`config.mk`:
```
export PLATFORM = sky130hd
export DESIGN_NAME = bwsp_ctrl
export DESIGN_NICKNAME = d
export VERILOG_FILES = /design/src/design/bwsp_pkg.sv /design/src/design/bwsp_ctrl.sv
export SDC_FILE = /design/constraint.sdc
export NUM_CORES = 1
export LEC_CHECK = 0
export ABC_AREA = 1
export BUFFER_PORTS_ARGS = -buffer_cell sky130_fd_sc_hd__clkbuf_2
export CORE_UTILIZATION = 34
export CTS_CLUSTER_SIZE = 30
export DETAILED_ROUTE_END_ITERATION = 8
export PLACE_DENSITY = 0.64
export REMOVE_ABC_BUFFERS = 1
export SYNTH_ARGS = -nofsm -noshare
export SYNTH_HDL_FRONTEND = slang
export SYNTH_SLANG_ARGS = --single-unit
```
`constraint.sdc`:
```
create_clock -name clk -period 1.5 [get_ports clk]
set_input_delay 0.3 -clock clk [delete_from_list [all_inputs] [get_ports clk]]
set_output_delay 0.3 -clock clk [all_outputs]
set_load 0.1 [all_outputs]
```
`src/design/bwsp_pkg.sv`:
```
`default_nettype none
package bwsp_pkg;
  localparam int MaxGates = 64;
  localparam int NumQubits = 64;
  localparam int IdxW = $clog2(MaxGates);
  localparam int CntW = $clog2(MaxGates + 1);
  localparam int CfgW = 7;
  localparam int PopW = 7;
  localparam int ScW = CntW;

  typedef logic [NumQubits-1:0] mask_t;
  typedef logic [IdxW-1:0] idx_t;
  typedef logic [CntW-1:0] cnt_t;

  typedef struct packed {
    logic load;
    logic clear;
    logic pass_init;
    logic start_init;
    logic next_start;
    logic step;
    logic mem_rd;
    logic commit;
    logic emit_init;
    logic emit_adv;
  } bwsp_cmd_t;

  typedef struct packed {
    logic start_skip;
    logic window_done;
    logic pass_done;
    logic found;
    logic commit_done;
    logic emit_done;
    logic emit_hit;
    logic any_region;
    logic emit_last;
  } bwsp_sts_t;

  function automatic logic [PopW-1:0] popcount(input mask_t v);
    logic [PopW-1:0] c;
    c = '0;
    for (int i = 0; i < NumQubits; i++) c = c + PopW'(v[i]);
    return c;
  endfunction
endpackage
`default_nettype wire

```
`src/design/bwsp_ctrl.sv`:
```
`default_nettype none
module bwsp_ctrl (
  input  wire logic clk,
  input  wire logic rst,
  input  wire logic in_valid,
  output logic in_ready,
  input  wire logic last_gate,
  output logic out_valid,
  input  wire logic out_ready,
  output logic out_last,
  output logic out_none,
  output bwsp_pkg::bwsp_cmd_t cmd,
  input  wire bwsp_pkg::bwsp_sts_t sts
);
  import bwsp_pkg::*;

  typedef enum logic [9:0] {
    LOAD   = 10'b0000000001,
    PASS   = 10'b0000000010,
    RD     = 10'b0000000100,
    STEP   = 10'b0000001000,
    NEXTS  = 10'b0000010000,
    COMMIT = 10'b0000100000,
    ESCAN  = 10'b0001000000,
    EOUT   = 10'b0010000000,
    ENONE  = 10'b0100000000,
    CLR    = 10'b1000000000
  } state_t;

  state_t state, state_next;

  always_ff @(posedge clk) begin
    if (rst) state <= LOAD;
    else state <= state_next;
  end

  always_comb begin
    state_next = state;
    cmd = '0;
    in_ready = 1'b0;
    out_valid = 1'b0;
    out_last = 1'b0;
    out_none = 1'b0;
    case (state)
      LOAD: begin
        in_ready = 1'b1;
        if (in_valid) begin
          cmd.load = 1'b1;
          if (last_gate) state_next = PASS;
        end
      end
      PASS: begin
        cmd.pass_init = 1'b1;
        state_next = NEXTS;
      end
      NEXTS: begin
        if (sts.pass_done) state_next = sts.found ? COMMIT : ESCAN;
        else if (sts.start_skip) cmd.next_start = 1'b1;
        else begin
          cmd.start_init = 1'b1;
          state_next = RD;
        end
      end
      RD: begin
        cmd.mem_rd = 1'b1;
        if (sts.window_done) begin
          cmd.next_start = 1'b1;
          state_next = NEXTS;
        end else begin
          state_next = STEP;
        end
      end
      STEP: begin
        cmd.step = 1'b1;
        state_next = RD;
      end
      COMMIT: begin
        cmd.commit = 1'b1;
        if (sts.commit_done) state_next = PASS;
      end
      ESCAN: begin
        if (sts.emit_hit && !sts.emit_done) state_next = EOUT;
        else if (sts.emit_done) state_next = sts.any_region ? CLR : ENONE;
        else cmd.emit_adv = 1'b1;
      end
      EOUT: begin
        out_valid = 1'b1;
        out_last = sts.emit_last;
        if (out_ready) begin
          cmd.emit_adv = 1'b1;
          state_next = ESCAN;
        end
      end
      ENONE: begin
        out_valid = 1'b1;
        out_last = 1'b1;
        out_none = 1'b1;
        if (out_ready) state_next = CLR;
      end
      CLR: begin
        cmd.clear = 1'b1;
        cmd.emit_init = 1'b1;
        state_next = LOAD;
      end
      default: state_next = LOAD;
    endcase
  end

  a_one: assert property (@(posedge clk) disable iff (rst) $onehot(state))
    else $error("state not onehot");
  a_noin: assert property (@(posedge clk) disable iff (rst) !(in_ready && out_valid))
    else $error("load during emit");
  a_cmt: assert property (@(posedge clk) disable iff (rst) cmd.commit |-> sts.found)
    else $error("commit without window");
endmodule
`default_nettype wire

```
==> results of run 1 <==
-- power breakdown --
part | leakage (nW) | internal (mW) | switching (mW)
Clock | 0.0138 | 0.0930 | 0.104
Combinational | 0.798 | 0.879 | 1.38
Sequential | 0.0870 | 0.331 | 0.0585
-- final timing paths --
kind / startpoint / end / slack, ns
worst max-delay path: state[6]$_SDFFE_PP0P_ / out_last / -0.34
worst min-delay path: sts[7] / state[3]$_SDFFE_PP0P_ / 0.21
worst max register to register: state[6]$_SDFFE_PP0P_ / state[0]$_SDFFE_PP1P_ / -0.16
worst min register to register: state[0]$_SDFFE_PP1P_ / state[0]$_SDFFE_PP1P_ / 0.62
-- cells by family after synthesis --
| family | count (synthesis) |
|---|---|
| and+or+nand+nor | 86 |
| DFF | 10 |
| buffers and inverters | 33 |
| AOI/OAI and AO/OA | 10 |
-- cell type report --
type / count / area, sq um
Multi-Input combinational cell: 96 / 723.2
Timing Repair Buffer: 61 / 630.6
Fill cell: 150 / 525.5
Sequential cell: 10 / 227.7
Inverter: 32 / 132.6
Tap cell: 28 / 35.03
Clock buffer: 3 / 22.52
-- routing by layer --
layer,part of all wire (%),vias up
li1,-,553
met1,40,546
met2,53,48
met5,0,-
met3,5.0,6
met4,1.3,0
-- Yosys cell counts --
cell type / instances / share of area [%]
a21oi_2: 1 / 1.0
nand2_1: 27 / 12
nor2_2: 7 / 5.1
nor2_1: 20 / 8.7
o21ai_2: 1 / 1.0
nand2_4: 4 / 5.2
nand2_2: 4 / 2.9
dfxtp_1: 10 / 23
nor3_1: 2 / 1.2
nand4_1: 1 / 0.73
nand3_2: 7 / 8.1
o21ai_0: 4 / 2.3
nor2_4: 2 / 2.6
buf_4: 1 / 0.87
nor4_1: 1 / 0.73
a21oi_1: 2 / 1.2
nand3_1: 9 / 5.2
nor3b_1: 1 / 0.87
inv_2: 3 / 1.3
o21ai_1: 2 / 1.2
nor2_8: 1 / 2.3
inv_1: 29 / 13
-- through the flow --
step | setup slack, ns | setup TNS (ns) | hold slack, ns
5_1_grt | -0.3765 | -5.771 | 0.2144
6_report | -0.3377 | -4.769 | 0.2080
4_1_cts | -0.2961 | -3.522 | 0.2088
2_1_floorplan | -4.970 | -17.86 | 0.3624
3_5_place_dp | -0.1028 | -0.5088 | 0.5000
3_3_place_gp | -0.08657 | -0.2912 | 0.5003
-- what timing repair did --
| item | 4_1_cts | 5_1_grt |
|---|---|---|
| setup endpoints to repair | 17 | 22 |
| setup buffers | 7 | 6 |
| pin swaps | 23 | 20 |
| gates resized for setup | 55 | 30 |
==> impl_metrics.xml, run 1 <==
<?xml version="1.0" encoding="UTF-8"?>
<metrics>
  <group name="outcome">
    <metric name="status" unit="">finished, violations left</metric>
    <metric name="failed_checks" unit="">setup timing</metric>
  </group>
  <group name="sta">
    <metric name="final_ws_setup" unit="ns">-0.3377</metric>
    <metric name="max_slew_margin" unit="%">80.77</metric>
    <metric name="finalCritPeriodShare" unit="%">122.5</metric>
    <metric name="timing_hold_violations_final" unit="">0</metric>
    <metric name="min_period" unit="ns">1.838</metric>
    <metric name="achievable-frequency" unit="MHz">544.2</metric>
    <metric name="worst_slew_pin_slew" unit="ns">0.2855</metric>
    <metric name="setup_viol" unit="">22</metric>
    <metric name="final_max_slew_violation_count" unit="">0</metric>
    <metric name="clock-skew-final" unit="ns">0.005039</metric>
    <metric name="grt_setup_unrepaired" unit="">yes</metric>
  </group>
  <group name="cts">
    <metric name="cts_made_buffers" unit="">3</metric>
    <metric name="clk_transition_reported_paths" unit="ns">0.07</metric>
    <metric name="cts.htree.levels" unit="">1</metric>
    <metric name="clock-root-buffer" unit="">clkbuf_4</metric>
    <metric name="cts_tree" unit="">done</metric>
    <metric name="clockBufferDepth" unit="">2</metric>
    <metric name="clkSinkCount" unit="">10</metric>
    <metric name="cts_hold_buffers" unit="">0</metric>
    <metric name="clkLatencyLatePin" unit="ns">0.27</metric>
  </group>
  <group name="pwr">
    <metric name="power.static_leakage" unit="nW">0.8991</metric>
    <metric name="highest_ir_drop_seen_on_vdd" unit="V">0.001552</metric>
    <metric name="fin_total_pwr" unit="mW">2.840</metric>
    <metric name="pwr_density_cell" unit="nW/um^2">1603</metric>
  </group>
  <group name="synthesis">
    <metric name="area_share_of_xor_xnor_cells_in_the_synthesized_design" unit="%">0</metric>
    <metric name="post_synth_num_cell_types" unit="">22</metric>
    <metric name="ys_ff_latch" unit="">10</metric>
    <metric name="synth.cell_area" unit="sq um">863.3</metric>
    <metric name="synth_top_family_by_area" unit="">simple AND/OR/NAND/NOR gates</metric>
    <metric name="synth.mux.area_fraction" unit="%">0</metric>
    <metric name="synth-adder-area-share" unit="%">0</metric>
    <metric name="postSynthCellCount" unit="">139</metric>
    <metric name="synth_seq_area_share" unit="%">23.19</metric>
    <metric name="ys.warnings.count" unit="">0</metric>
    <metric name="yosys.area_share.simple" unit="%">55.36</metric>
    <metric name="synth_compound_area_share" unit="%">6.667</metric>
    <metric name="avgSynthCellArea" unit="sq um">6.211</metric>
  </group>
  <group name="setup_path">
    <metric name="worstPathCellList" unit="">nor2_4 -&gt; nand2_4 -&gt; nor2_4 -&gt; nand2_4 -&gt; nand2_4 -&gt; inv_2 -&gt; nor2_4 -&gt; buf_12</metric>
    <metric name="worst_path_largest_cell_delay" unit="ns">0.36</metric>
    <metric name="cp.arrival" unit="ns">1.54</metric>
    <metric name="setup.worst_path.start_class" unit="">flip-flop</metric>
    <metric name="cp_max_fo" unit="">5</metric>
    <metric name="crit_cells" unit="">8</metric>
    <metric name="critical_path.endpoint_type" unit="">primary output</metric>
    <metric name="worstSetupPathType" unit="">reg -&gt; out</metric>
    <metric name="required_time_of_the_critical_path" unit="ns">1.20</metric>
    <metric name="highest_delay_cell_along_the_critical_path" unit="">dfxtp_4</metric>
    <metric name="cp.buffers_inverters" unit="">2</metric>
    <metric name="worst_r2r_path_depth" unit="">12</metric>
    <metric name="cpLargestDelayFamily" unit="">simple AND/OR/NAND/NOR gates</metric>
  </group>
  <group name="floorplanning">
    <metric name="floorplan.die_area" unit="sq um">2745</metric>
    <metric name="die_h" unit="um">52.39</metric>
    <metric name="design.core.area" unit="sq um">2297</metric>
    <metric name="floorplan.initialDensity" unit="%">37.58</metric>
    <metric name="row_count" unit="">17</metric>
    <metric name="io-pin-count" unit="">28</metric>
    <metric name="die_width" unit="um">52.39</metric>
  </group>
  <group name="route">
    <metric name="route.vias.total" unit="">1153</metric>
    <metric name="vias_per_cell" unit="">5.013</metric>
    <metric name="final_antenna_net_count" unit="">0</metric>
    <metric name="detailed_router_iteration_count_before_antenna_repair" unit="">4</metric>
    <metric name="wire_per_inst" unit="um">13.96</metric>
    <metric name="drt-initial-drc-count" unit="">31</metric>
    <metric name="drc" unit="">0</metric>
    <metric name="postRouteWirelength" unit="um">3211</metric>
  </group>
  <group name="layout">
    <metric name="layout-drive-gt1-share" unit="%">70.30</metric>
    <metric name="largest-register" unit="">state</metric>
    <metric name="insertedDiodeCount" unit="">0</metric>
    <metric name="layout.cell_area.non_filler" unit="sq um">1772</metric>
    <metric name="utilization" unit="%">77.12</metric>
    <metric name="final_cell_count_no_fill" unit="">230</metric>
    <metric name="finish.net_count" unit="">218</metric>
    <metric name="layout-area-overhead-vs-synth" unit="%">105.2</metric>
    <metric name="layout.cells.most_common" unit="">buf_4</metric>
    <metric name="layout_top_registers" unit="">state (10)</metric>
    <metric name="largest_register_ff_count" unit="">10</metric>
    <metric name="layout_common_cells" unit="">26 x buf_4, 18 x nand2_1, 17 x inv_1</metric>
  </group>
  <group name="global_route">
    <metric name="overflow" unit="">0</metric>
    <metric name="first_pass_grt_wire_length" unit="um">4836</metric>
    <metric name="use_met3" unit="%">3.188</metric>
    <metric name="antenna_found_initial" unit="">0</metric>
    <metric name="globalRouteMet2Util" unit="%">44.09</metric>
    <metric name="globalRoute.busiestLayer" unit="">met2</metric>
    <metric name="gr-usage-met1" unit="%">27.04</metric>
    <metric name="largest_net_degree_at_the_start_of_global_routing" unit="">9</metric>
    <metric name="grt_usage" unit="%">24.31</metric>
    <metric name="vias_in_the_first_global_route" unit="">1145</metric>
  </group>
  <group name="placed_design">
    <metric name="postPlaceCellArea" unit="sq um">1394</metric>
    <metric name="placed_cells" unit="">214</metric>
    <metric name="gp_congestion" unit="">0.9047</metric>
    <metric name="portBuffers" unit="">27</metric>
    <metric name="detailedPlacementHpwl" unit="um">2044</metric>
  </group>
  <group name="run">
    <metric name="max_cap_viol_count" unit="">0</metric>
  </group>
  <group name="hold_path">
    <metric name="worst_hold_depth" unit="">2</metric>
    <metric name="hp-class" unit="">in -&gt; reg</metric>
  </group>
</metrics>
Note: power is estimated with default switching activity, not from simulation.
==> inputs of run 2 (changes only) <==
==> constraint.sdc (replaced) <==
create_clock -name clk -period 1.5 [get_ports clk]
set_input_delay 0.15 -clock clk [delete_from_list [all_inputs] [get_ports clk]]
set_output_delay 0.15 -clock clk [all_outputs]
set_load 0.1 [all_outputs]
==> run 2 against run 1 <==
The run still ends with setup timing left. Combinational power fell by 7%. First-iteration DRC count rose by 3.2%. Hold slack got worse by 0.12 ns. Power fell by 2.8%. Worst setup slack improved by 0.12 ns. Routed wire length rose by 11%. Count of clock-buffer cells in the layout rose by 1. Largest cell class unchanged.
==> impl_metrics.xml, run 2 (same netlist as run 1, synthesis figures left out) <==
<?xml version="1.0" encoding="UTF-8"?>
<metrics>
  <group name="setup_path">
    <metric name="r2r_slack" unit="ns">-0.11</metric>
    <metric name="reg2reg_from" unit="">state[0]$_SDFFE_PP1P_</metric>
    <metric name="worst_path_largest_cell_delay" unit="ns">0.37</metric>
    <metric name="worst_r2r_path_depth" unit="">11</metric>
    <metric name="timing.critical_path.from" unit="">state[4]$_SDFFE_PP0P_</metric>
    <metric name="worst_r2r_endpoint" unit="">state[0]$_SDFFE_PP1P_</metric>
    <metric name="worstPathCellList" unit="">nor2_4 -&gt; nand2_4 -&gt; nor2_4 -&gt; nand2_4 -&gt; nand2_4 -&gt; inv_4 -&gt; nor2_4 -&gt; buf_12</metric>
    <metric name="worstSetupPathType" unit="">reg -&gt; out</metric>
    <metric name="cpLargestDelayFamily" unit="">simple AND/OR/NAND/NOR gates</metric>
    <metric name="required_time_of_the_critical_path" unit="ns">1.35</metric>
    <metric name="setup.worst_path.start_class" unit="">flip-flop</metric>
    <metric name="cp_max_fo" unit="">5</metric>
    <metric name="cp.arrival" unit="ns">1.57</metric>
    <metric name="cp.buffers_inverters" unit="">2</metric>
    <metric name="highest_delay_cell_along_the_critical_path" unit="">dfxtp_4</metric>
    <metric name="critical_path.endpoint_type" unit="">primary output</metric>
  </group>
  <group name="run">
    <metric name="max_cap_viol_count" unit="">0</metric>
  </group>
  <group name="placed_design">
    <metric name="gp_congestion" unit="">0.8512</metric>
    <metric name="portBuffers" unit="">27</metric>
    <metric name="detailedPlacementHpwl" unit="um">1913</metric>
    <metric name="placed_cells" unit="">202</metric>
    <metric name="placement.setup.worst_slack" unit="ns">0.004629</metric>
  </group>
  <group name="pwr">
    <metric name="highest_ir_drop_seen_on_vdd" unit="V">0.001744</metric>
    <metric name="power_frac_clock" unit="%">9.5</metric>
    <metric name="power_frac_comb" unit="%">76.1</metric>
    <metric name="p_sw" unit="mW">1.518</metric>
    <metric name="pwr-share-seq" unit="%">14.4</metric>
    <metric name="power.static_leakage" unit="nW">0.8715</metric>
    <metric name="pwr_density_cell" unit="nW/um^2">1605</metric>
    <metric name="internal_power_consumption" unit="mW">1.241</metric>
    <metric name="switching_share" unit="%">55.02</metric>
  </group>
  <group name="global_route">
    <metric name="antenna_found_initial" unit="">0</metric>
    <metric name="gr-usage-met1" unit="%">26.35</metric>
    <metric name="largest_net_degree_at_the_start_of_global_routing" unit="">9</metric>
    <metric name="overflow" unit="">0</metric>
    <metric name="globalRoute.busiestLayer" unit="">met2</metric>
    <metric name="use_met3" unit="%">4.058</metric>
    <metric name="vias_in_the_first_global_route" unit="">1128</metric>
    <metric name="grt_usage" unit="%">25.27</metric>
    <metric name="globalRouteMet2Util" unit="%">44.73</metric>
    <metric name="first_pass_grt_wire_length" unit="um">4857</metric>
  </group>
  <group name="sta">
    <metric name="achievable-frequency" unit="MHz">581.7</metric>
    <metric name="max_slew_margin" unit="%">81.18</metric>
    <metric name="hold_slack" unit="ns">0.09162</metric>
    <metric name="final_ws_setup" unit="ns">-0.2192</metric>
    <metric name="timing_hold_violations_final" unit="">0</metric>
    <metric name="min_period" unit="ns">1.719</metric>
    <metric name="worst_slew_pin_slew" unit="ns">0.2813</metric>
    <metric name="fin_tns_setup" unit="ns">-2.451</metric>
    <metric name="setup_viol" unit="">22</metric>
    <metric name="grt_setup_unrepaired" unit="">yes</metric>
    <metric name="finalCritPeriodShare" unit="%">114.6</metric>
    <metric name="clock-skew-final" unit="ns">0.005172</metric>
    <metric name="final_max_slew_violation_count" unit="">0</metric>
  </group>
  <group name="floorplanning">
    <metric name="floorplan.initialDensity" unit="%">37.58</metric>
    <metric name="die_h" unit="um">52.39</metric>
    <metric name="die_width" unit="um">52.39</metric>
    <metric name="io-pin-count" unit="">28</metric>
    <metric name="row_count" unit="">17</metric>
    <metric name="design.core.area" unit="sq um">2297</metric>
    <metric name="floorplan.die_area" unit="sq um">2745</metric>
  </group>
  <group name="layout">
    <metric name="layout.cells.most_common" unit="">buf_4</metric>
    <metric name="finish.net_count" unit="">210</metric>
    <metric name="largest_register_ff_count" unit="">10</metric>
    <metric name="layout-area-overhead-vs-synth" unit="%">99.13</metric>
    <metric name="layout_common_cells" unit="">20 x buf_4, 18 x inv_1, 15 x nand2_1</metric>
    <metric name="insertedDiodeCount" unit="">0</metric>
    <metric name="final_cell_count_no_fill" unit="">223</metric>
    <metric name="layout-drive-gt1-share" unit="%">68.72</metric>
    <metric name="utilization" unit="%">74.84</metric>
    <metric name="largest-register" unit="">state</metric>
    <metric name="layout_top_registers" unit="">state (10)</metric>
  </group>
  <group name="cts">
    <metric name="cts_tree" unit="">done</metric>
    <metric name="clkSinkCount" unit="">10</metric>
    <metric name="cts_hold_buffers" unit="">0</metric>
    <metric name="cts_made_buffers" unit="">3</metric>
    <metric name="clk_transition_reported_paths" unit="ns">0.08</metric>
    <metric name="clkLatencyLatePin" unit="ns">0.28</metric>
    <metric name="clock-root-buffer" unit="">clkbuf_4</metric>
    <metric name="clockBufferDepth" unit="">2</metric>
    <metric name="cts.htree.levels" unit="">1</metric>
  </group>
  <group name="route">
    <metric name="final_antenna_net_count" unit="">0</metric>
    <metric name="detailed_router_iteration_count_before_antenna_repair" unit="">4</metric>
    <metric name="route.vias.total" unit="">1149</metric>
    <metric name="vias_per_cell" unit="">5.152</metric>
    <metric name="drc" unit="">0</metric>
    <metric name="postRouteWirelength" unit="um">3570</metric>
    <metric name="wire_per_inst" unit="um">16.01</metric>
    <metric name="drt-initial-drc-count" unit="">32</metric>
  </group>
  <group name="hold_path">
    <metric name="worst_hold_startpoint" unit="">sts[7]</metric>
    <metric name="worst_hold_depth" unit="">2</metric>
    <metric name="hold-path-endpoint" unit="">state[3]$_SDFFE_PP0P_</metric>
    <metric name="hp-class" unit="">in -&gt; reg</metric>
  </group>
  <group name="outcome">
    <metric name="failed_checks" unit="">setup timing</metric>
    <metric name="status" unit="">finished, violations left</metric>
  </group>
</metrics>
-- run 2: layout make-up --
type,instances,area (sq um)
clock buffer,4,36.28
timing repair buffer,53,563.0
multi-input combinational,96,726.9
sequential,10,225.2
inverter,32,132.6
fill,143,578.1
tap,28,35.03
-- run 2: what timing repair did --
action                                  4_1_cts  5_1_grt
pin swaps                                    27       17
endpoints found under the setup margin       15       22
buffers inserted                             11        6
gates resized for setup                      60       24
-- run 2: how the worst max path moves through the flow --
| stage | to | cells past startpoint |
|---|---|---|
| final | out_last | 8 |
| after global routing | out_last | 8 |
| after CTS | out_last | 8 |
| after detailed placement | out_last | 8 |
| after global placement | out_last | 8 |
| after floorplan | cmd[1] | 3 |
-- run 2: metal layers --
metal  wire [um]  share of wire [%]  vias to the layer above
li1            -                  -                      534
met1        1332                 37                      537
met2        1863                 52                       64
met3         206                5.8                       14
met4         168                4.7                        0
met5           0                  0                        -
-- run 2: worst reg2reg max path: stages, from the launching register on --
cell and delay [ns]:
dfxtp_4 0.37, nor2_4 0.15, nand2_4 0.11, nor2_4 0.17, buf_4 0.15, nand3_4 0.09
nand2_1 0.09, inv_2 0.06, nand2_4 0.09, nor2_8 0.06, o21ai_2 0.12, nand2_1 0.06
-- run 2: per-stage QoR --
step | power [mW] | instance area, sq um
4_1_cts | 2.489 | 1603
2_1_floorplan | 1.438 | 855.8
5_1_grt | 2.874 | 1719
6_report | 2.759 | 1719
3_3_place_gp | 1.854 | 1304
3_5_place_dp | 1.873 | 1304
-- run 2: power by group through the flow --
stage | combinational, mW | clock [mW] | sequential (mW)
global placement | 1.49 | 0 | 0.367
finish | 2.10 | 0.262 | 0.398
global route | 2.20 | 0.269 | 0.402
detailed placement | 1.50 | 0 | 0.370
floorplan | 1.08 | 0 | 0.361
CTS | 1.84 | 0.258 | 0.389
